--- src/rtl/msort_pkg.sv ---
package msort_pkg;

    // default store depth and fixed field widths
    localparam int CAPACITY_DEF = 64;
    localparam int KEY_W        = 64;
    localparam int SET_CNT_W    = 7;

    // controller states
    typedef enum logic [2:0] {
        ST_IDLE,
        ST_SHIFT,
        ST_MED_RD,
        ST_MED_LD
    } t_state;

    // commands from controller to datapath
    typedef struct packed {
        logic start;   // item accepted, begin insertion or flag overflow
        logic shift;   // one compare and move step of the insertion
        logic med_rd;  // read the median entry
        logic med_ld;  // load the result register and clear the set
    } t_cmd;

    // status from datapath to controller
    typedef struct packed {
        logic full;     // store holds capacity keys
        logic go_down;  // entry below the gap is larger than the key
        logic last;     // item being inserted closes the set
        logic out_free; // result register can take a new result
    } t_sts;

endpackage

--- src/rtl/msort_ctrl.sv ---
module msort_ctrl
    import msort_pkg::*;
(
    input  logic i_clk,
    input  logic i_rst_n,
    input  logic i_in_valid,
    input  logic i_last,
    input  t_sts i_sts,
    output t_cmd o_cmd,
    output logic o_in_stall
);

    t_state r_state;
    t_state n_state;

    // state register
    always_ff @(posedge i_clk) begin
        if (!i_rst_n) begin
            r_state <= ST_IDLE;
        end else begin
            r_state <= n_state;
        end
    end

    // next state and commands
    always_comb begin
        n_state    = r_state;
        o_cmd      = '0;
        o_in_stall = 1'b1;
        case (r_state)
            ST_IDLE: begin
                o_in_stall = 1'b0;
                if (i_in_valid) begin
                    o_cmd.start = 1'b1;
                    if (!i_sts.full) begin
                        n_state = ST_SHIFT;
                    end else if (i_last) begin
                        n_state = ST_MED_RD;
                    end
                end
            end
            ST_SHIFT: begin
                o_cmd.shift = 1'b1;
                if (!i_sts.go_down) begin
                    n_state = i_sts.last ? ST_MED_RD : ST_IDLE;
                end
            end
            ST_MED_RD: begin
                o_cmd.med_rd = 1'b1;
                n_state      = ST_MED_LD;
            end
            ST_MED_LD: begin
                if (i_sts.out_free) begin
                    o_cmd.med_ld = 1'b1;
                    n_state      = ST_IDLE;
                end
            end
            default: begin
                n_state = ST_IDLE;
            end
        endcase
    end

endmodule

--- src/rtl/msort_dp.sv ---
module msort_dp
    import msort_pkg::*;
#(
    parameter int CAPACITY = CAPACITY_DEF
) (
    input  logic                 i_clk,
    input  logic                 i_rst_n,
    input  t_cmd                 i_cmd,
    output t_sts                 o_sts,
    input  logic [KEY_W-1:0]     i_key,
    input  logic                 i_last,
    input  logic                 i_out_stall,
    output logic                 o_out_valid,
    output logic [KEY_W-1:0]     o_median_key,
    output logic [SET_CNT_W-1:0] o_set_count,
    output logic                 o_overflowed
);

    localparam int AW = (CAPACITY > 1) ? $clog2(CAPACITY) : 1;
    localparam int CW = $clog2(CAPACITY + 1);

    // sorted store
    logic [KEY_W-1:0] r_mem [0:CAPACITY-1];
    logic [KEY_W-1:0] r_rdata;

    logic [KEY_W-1:0] r_key;
    logic [AW-1:0]    r_pos;
    logic             r_last;
    logic [CW-1:0]    r_count;
    logic             r_ovf;
    logic             r_out_valid;
    logic [KEY_W-1:0] r_median_key;
    logic [SET_CNT_W-1:0] r_set_count;
    logic             r_overflowed;

    logic             w_full;
    logic             w_go_down;
    logic             w_rd_en;
    logic [AW-1:0]    w_rd_addr;
    logic             w_we;
    logic [AW-1:0]    w_wa;
    logic [KEY_W-1:0] w_wd;
    logic [AW-1:0]    w_cnt_lo;

    assign w_cnt_lo  = r_count[AW-1:0];
    assign w_full    = (r_count == CW'(CAPACITY));
    assign w_go_down = (r_pos != '0) && (r_rdata > r_key);

    // status to controller
    always_comb begin
        o_sts          = '0;
        o_sts.full     = w_full;
        o_sts.go_down  = w_go_down;
        o_sts.last     = r_last;
        o_sts.out_free = !r_out_valid || !i_out_stall;
    end

    // memory read and write port selection
    always_comb begin
        w_rd_en   = 1'b0;
        w_rd_addr = '0;
        w_we      = 1'b0;
        w_wa      = r_pos;
        w_wd      = r_key;
        if (i_cmd.start && !w_full && (r_count != '0)) begin
            w_rd_en   = 1'b1;
            w_rd_addr = w_cnt_lo - AW'(1);
        end
        if (i_cmd.shift) begin
            w_we = 1'b1;
            if (w_go_down) begin
                w_wd = r_rdata;
                if (r_pos != AW'(1)) begin
                    w_rd_en   = 1'b1;
                    w_rd_addr = r_pos - AW'(2);
                end
            end
        end
        if (i_cmd.med_rd) begin
            w_rd_en   = 1'b1;
            w_rd_addr = AW'(r_count >> 1);
        end
    end

    always_ff @(posedge i_clk) begin
        if (w_we) begin
            r_mem[w_wa] <= w_wd;
        end
        if (w_rd_en) begin
            r_rdata <= r_mem[w_rd_addr];
        end
    end

    // insertion key, gap position and set bookkeeping
    always_ff @(posedge i_clk) begin
        if (!i_rst_n) begin
            r_count <= '0;
            r_ovf   <= 1'b0;
            r_last  <= 1'b0;
        end else begin
            if (i_cmd.start) begin
                if (w_full) begin
                    r_ovf <= 1'b1;
                end else begin
                    r_last <= i_last;
                end
            end
            if (i_cmd.shift && !w_go_down) begin
                r_count <= r_count + CW'(1);
            end
            if (i_cmd.med_ld) begin
                r_count <= '0;
                r_ovf   <= 1'b0;
            end
        end
    end

    always_ff @(posedge i_clk) begin
        if (i_cmd.start) begin
            r_key <= i_key;
            r_pos <= w_cnt_lo;
        end else if (i_cmd.shift && w_go_down) begin
            r_pos <= r_pos - AW'(1);
        end
    end

    // result register
    always_ff @(posedge i_clk) begin
        if (!i_rst_n) begin
            r_out_valid <= 1'b0;
        end else if (i_cmd.med_ld) begin
            r_out_valid <= 1'b1;
        end else if (!i_out_stall) begin
            r_out_valid <= 1'b0;
        end
    end

    always_ff @(posedge i_clk) begin
        if (i_cmd.med_ld) begin
            r_median_key <= r_rdata;
            r_set_count  <= SET_CNT_W'(r_count);
            r_overflowed <= r_ovf;
        end
    end

    assign o_out_valid  = r_out_valid;
    assign o_median_key = r_median_key;
    assign o_set_count  = r_set_count;
    assign o_overflowed = r_overflowed;

`ifndef SYNTHESIS
    a_count_range: assert property (@(posedge i_clk) disable iff (!i_rst_n)
        r_count <= CW'(CAPACITY))
        else $error("stored count above capacity");

    a_no_overwrite: assert property (@(posedge i_clk) disable iff (!i_rst_n)
        i_cmd.med_ld |-> (!r_out_valid || !i_out_stall))
        else $error("result loaded over a waiting result");

    a_set_cleared: assert property (@(posedge i_clk) disable iff (!i_rst_n)
        i_cmd.med_ld |=> (r_count == '0) && !r_ovf && r_out_valid)
        else $error("set not cleared after result");

    a_shift_bounded: assert property (@(posedge i_clk) disable iff (!i_rst_n)
        (i_cmd.shift && w_go_down) |-> (r_pos != '0) && (r_count != '0))
        else $error("shift below the bottom of the store");
`endif

endmodule

--- src/rtl/median_by_insertion_sort.sv ---
// channel  dir  handshake                 payload
// input    in   i_in_valid / o_in_stall   i_key, i_last
// output   out  o_out_valid / i_out_stall o_median_key, o_set_count, o_overflowed
//
// an item is accepted, then each stored key larger than it is moved up one entry
// (one read and one write of the store per step), then the key is written into the gap;
// a dropped key (store full) is only accepted and flags overflow
// an item marked last then has the median entry read and loaded into the result
// register, which waits while that register still holds a result not yet taken
// reset (synchronous, active low) empties the set; the store itself is not cleared
// i_out_stall holds the result; the next item is taken meanwhile
module median_by_insertion_sort
    import msort_pkg::*;
#(
    parameter int CAPACITY = CAPACITY_DEF
) (
    input  logic                 i_clk,
    input  logic                 i_rst_n,
    input  logic                 i_in_valid,
    output logic                 o_in_stall,
    input  logic [KEY_W-1:0]     i_key,
    input  logic                 i_last,
    output logic                 o_out_valid,
    input  logic                 i_out_stall,
    output logic [KEY_W-1:0]     o_median_key,
    output logic [SET_CNT_W-1:0] o_set_count,
    output logic                 o_overflowed
);

    t_cmd w_cmd;
    t_sts w_sts;

    // sequencer
    msort_ctrl u_ctrl (
        .i_clk      (i_clk),
        .i_rst_n    (i_rst_n),
        .i_in_valid (i_in_valid),
        .i_last     (i_last),
        .i_sts      (w_sts),
        .o_cmd      (w_cmd),
        .o_in_stall (o_in_stall)
    );

    // store, insertion datapath and result register
    msort_dp #(
        .CAPACITY (CAPACITY)
    ) u_dp (
        .i_clk        (i_clk),
        .i_rst_n      (i_rst_n),
        .i_cmd        (w_cmd),
        .o_sts        (w_sts),
        .i_key        (i_key),
        .i_last       (i_last),
        .i_out_stall  (i_out_stall),
        .o_out_valid  (o_out_valid),
        .o_median_key (o_median_key),
        .o_set_count  (o_set_count),
        .o_overflowed (o_overflowed)
    );

endmodule

--- config.mk ---
export PLATFORM = sky130hd
export DESIGN_NAME = median_by_insertion_sort
export DESIGN_NICKNAME = d
export VERILOG_FILES = /design/src/rtl/msort_pkg.sv /design/src/rtl/msort_ctrl.sv /design/src/rtl/msort_dp.sv /design/src/rtl/median_by_insertion_sort.sv
export SDC_FILE = /design/constraint.sdc
export NUM_CORES = 2
export LEC_CHECK = 0
export CAP_MARGIN = 5
export CORE_ASPECT_RATIO = 1.25
export CORE_MARGIN = 2
export CORE_UTILIZATION = 50
export CTS_BUF_LIST = sky130_fd_sc_hd__clkbuf_16
export DETAILED_ROUTE_END_ITERATION = 7
export DONT_BUFFER_PORTS = 1
export PLACE_DENSITY_LB_ADDON = 0.25
export SYNTH_ARGS = -nofsm -noshare
export SYNTH_HDL_FRONTEND = slang
export SYNTH_SLANG_ARGS = --single-unit
--- constraint.sdc ---
create_clock -name i_clk -period 14.15 [get_ports i_clk]
set_clock_uncertainty 0.1 [all_clocks]
set_input_delay 2.83 -clock i_clk [delete_from_list [all_inputs] [get_ports i_clk]]
set_output_delay 2.83 -clock i_clk [all_outputs]
set_load 0.05 [all_outputs]
==> metrics.md <==
| Metric | Value |
|---|---|
| Total power | `31.56 mW` |
| Ranking of synthesized cells by area | `sky130_fd_sc_hd__edfxtp_1 77%, sky130_fd_sc_hd__mux4_2 4.5%, sky130_fd_sc_hd__mux2i_1 3.1%` |
| WL/cell | `35.84 µm` |
| Utilization of the core after routing | `0.5594` |
| Post-synthesis area per instance | `17.18 µm²` |
| Boundary Pins | `143` |
| Clock slew at the register clock pins of the worst setup and hold paths | `0.06 ns` |
| Setup-failing EPs final | `0` |
| ANT nets after route | `0` |
| Critical path data arrival time | `10.31 ns` |
| DRT iter0 DRCs | `15,445` |
| R2R Setup Slk | `4.39 ns` |
| Pin count of the biggest net entering global routing | `186` |
| Number of nets in the final layout | `9,905` |
| Via count of the first global-routing pass | `93,454` |
| Vias post-DR | `96,725` |
| Max-cap check violation count | `0` |
| Drt pass-1 iters | `6` |
| Cell with the largest stage delay on the worst path | `sky130_fd_sc_hd__o41ai_1` |
| Source-to-sink clock delay at the later pin of the worst-skew pair | `1.01 ns` |
| Reg2Reg Capture Point | `u_dp.r_rdata[30]` |
| Die footprint | `339,300 µm²` |
| Final GP Congestion | `0.8383` |
| Number of flops mapped to enable cells by yosys | `4,302` |
| Post-route DRC | `0` |
| Seq/Total Area, Yosys | `0.7735` |
| CTS tree | `yes` |
| Buffers inserted during post-CTS setup optimization | `0` |
| Critical path endpoint category | `flop` |
| Final-report max-slew violation count | `0` |
| Number of distinct library cells after synthesis | `60` |
| Power per cell area | `169.3 nW/µm²` |
| Initial antenna violation count | `27` |
| Post-synthesis cell type with the largest combined area | `sky130_fd_sc_hd__edfxtp_1` |
| Highest Clock Rate | `102.5 MHz` |
| Number of synthesized register bits | `4,314` |
| RR Startpoint | `u_dp.r_rdata[46]` |
| Cell area after layout | `186,400 µm²` |
| Shortest clock period the worst path allows after layout | `9.758 ns` |
| Cell with the most instances after synthesis | `sky130_fd_sc_hd__edfxtp_1` |
| Yosys top cell area share | `0.7721` |
| Wire length of the first global-routing pass | `720,100 µm` |
| WP data required | `14.71 ns` |
| Path category of the worst min-delay check | `reg -> reg` |
| Run status | `finished clean` |
| Max-slew headroom | `0.06518` |
| Worst hold margin | `0.3849 ns` |
| Number of H-tree levels | `5` |
| Worst min-delay path endpoint | `u_dp.o_overflowed` |
| Least-Margin Pin Slew | `1.402 ns` |
| Number of buffers on the longest clock path | `4` |
| Die Width | `521.4 µm` |
| Most frequent cells after synthesis | `4,302 x sky130_fd_sc_hd__edfxtp_1, 1,187 x sky130_fd_sc_hd__nand2_1, 773 x sky130_fd_sc_hd__a21oi_1` |
| Residual overflow from global routing | `0` |
| Die Height | `650.8 µm` |
| Number of buffer cells added on primary ports | `0` |
| Final WL | `520,600 µm` |
| Clock buffers created by TritonCTS | `413` |
| Standard-cell row count | `237` |
| Period utilization | `0.6896` |
| Gate count of the mapped netlist | `9,738` |
| Initial cell density of the core | `0.5020` |
| CTS Root Cell | `sky130_fd_sc_hd__clkbuf_16` |
| Final setup TNS | `0 ns` |
| # clock sinks | `4,314` |
| Critical path class | `reg -> reg` |
| Maximum fanout count along the critical path | `35` |
| Ys Warns | `0` |
| WHS Path Cells | `0` |
| R2R cell count | `14` |
| Peak supply drop | `0.0001384 V` |
| CORE AREA | `333,300 µm²` |
| Share of final-layout standard cells stronger than drive strength 1 | `0.1326` |
| Final hold vios | `0` |
| Final-layout fill cell count | `25,135` |
| Total global-route track usage | `0.3013` |
| Fraction of registers with async set or reset after synthesis | `0` |
| Startpoint Class | `flop` |
| Ordered cell list for the critical path | `ha_1 > nand4_1 > nor3_1 > a221oi_1 > o211ai_1 > nor3_1 > a211o_4 > o21ba_4 > buf_4 > or3_4 > buf_4 > a221oi_1 > o41ai_1 > nand4_1` |
| Standard cell area after detailed placement | `173,100 µm²` |
| Half-perimeter wire length after detailed placement | `271,000 µm` |
| Most common flop cell mapped by yosys | `sky130_fd_sc_hd__edfxtp_1` |
| Register Area | `129,400 µm²` |
| Post-Syn Area | `167,300 µm²` |
| CTS-repair resized insts | `0` |
| Footprint of the multi-input gates | `35,500 µm²` |
| Origin of the worst min-delay path | `u_dp.r_ovf` |
| Area Overhead vs Synth | `11.43%` |
| Vias per Instance | `6.659` |
| CTS Hold Bufs | `0` |
| Highest cell delay on the worst timing path | `1.24 ns` |
| Total leakage power | `61.55 nW` |
| Post-synth net total | `9,881` |
| Unrepaired setup endpoints after global routing | `false` |
==> worst max-delay path by stage <==
stage | startpoint | endpoint | slack [ns]
floorplan | i_out_stall | u_ctrl.r_state[1] | 6.90
global placement | u_dp.r_rdata[46] | u_dp.r_rdata[22] | 4.61
detailed placement | u_dp.r_rdata[46] | u_dp.r_rdata[30] | 4.57
CTS | u_dp.r_rdata[46] | u_dp.r_rdata[30] | 4.58
global route | u_dp.r_rdata[46] | u_dp.r_rdata[40] | 4.51
finish | u_dp.r_rdata[46] | u_dp.r_rdata[30] | 4.39
==> worst max-delay path, delay by kind of cell (launching register included) <==
kind                       cells  cell delay (ns)
buffers and inverters          2             1.37
AOI/OAI and AO/OA              6             4.52
adders and majority gates      1             0.36
and+or+nand+nor                5             2.44
DFF                            1             0.51
==> per-layer routing <==
metal  share of wire  track usage  wire (µm)  up-vias
met5         0.00014            0         74        -
met3            0.11      0.06499      57500     1276
met2            0.47       0.4814     247200     6288
li1                -            -          -    39053
met4           0.055       0.1444      28410       12
met1            0.36       0.3945     187400    50096
==> stage by stage <==
stage	setup WS, ns	std cells
3_3_place_gp	4.612	13764
4_1_cts	4.576	14517
2_1_floorplan	6.898	9738
5_1_grt	4.506	14522
6_report	4.392	14526
3_5_place_dp	4.569	13767
==> where the power goes <==
group / switching [mW] / leakage (nW) / total [mW] / internal, mW
clock: 4.81 / 6.76 / 11.0 / 6.14
combinational: 3.88 / 15.9 / 5.34 / 1.46
sequential: 0.224 / 38.8 / 15.3 / 15.0
==> sequential cells by signal, indices dropped and copies added, names as in the netlist <==
name               flops
u_dp.r_last            1
u_dp.r_rdata          64
u_dp.o_out_valid       1
u_dp.r_key            64
u_dp.o_set_count       7
u_dp.r_ovf             1
u_dp.o_median_key     64
u_dp.r_count           7
u_dp.o_overflowed      1
u_dp.r_pos             6
u_dp.r_mem          4096
u_ctrl.r_state         2
==> layout make-up <==
type / instances / area share
Timing Repair Buffer: 247 / 0.01151
Tap cell: 4421 / 0.02967
Inverter: 135 / 0.002731
Clock inverter: 335 / 0.01572
Sequential cell: 4314 / 0.6942
Clock buffer: 415 / 0.05570
Antenna cell: 8 / 0.0001074
Multi-Input combinational cell: 4651 / 0.1904
==> logic make-up (layout without fill, tap and decap cells) <==
family,after synthesis,count (layout),synth area share
AO/OA/AOI/OAI,1763,1763,0.07067
XOR/XNOR,17,17,0.0008899
adder cells (fa/ha/maj),74,74,0.005534
buffers and inverters,773,1132,0.01939
flip-flops,4314,4314,0.7735
multiplexers,913,913,0.08021
other,0,8,0
AND/OR/NAND/NOR,1884,1884,0.04980
==> placed cells by master, fill, tap and decap left out, drive strengths merged, types with 7 or more instances in the layout <==
cell type and instances:
nand3 279, a22oi 68, clkinvlp 11, edfxtp 4302
a311oi 120, mux4 336, nor4 10, o21ai 21
a211oi 123, o41ai 60, a21o 63, clkbuf 415
xor2 8, mux2i 514, diode 8, dfxtp 12
ha 74, mux2 63, a31oi 65, o221ai 128
nand4 77, nor2 101, a221oi 244, or4 7
nand2b 15, nand2 1187, and4 63, nor3 70
clkinv 203, bufinv 44, xnor2 9, inv 212
or3 64, o22ai 73, a21oi 774, buf 247
(Power assumes the default switching activity.)
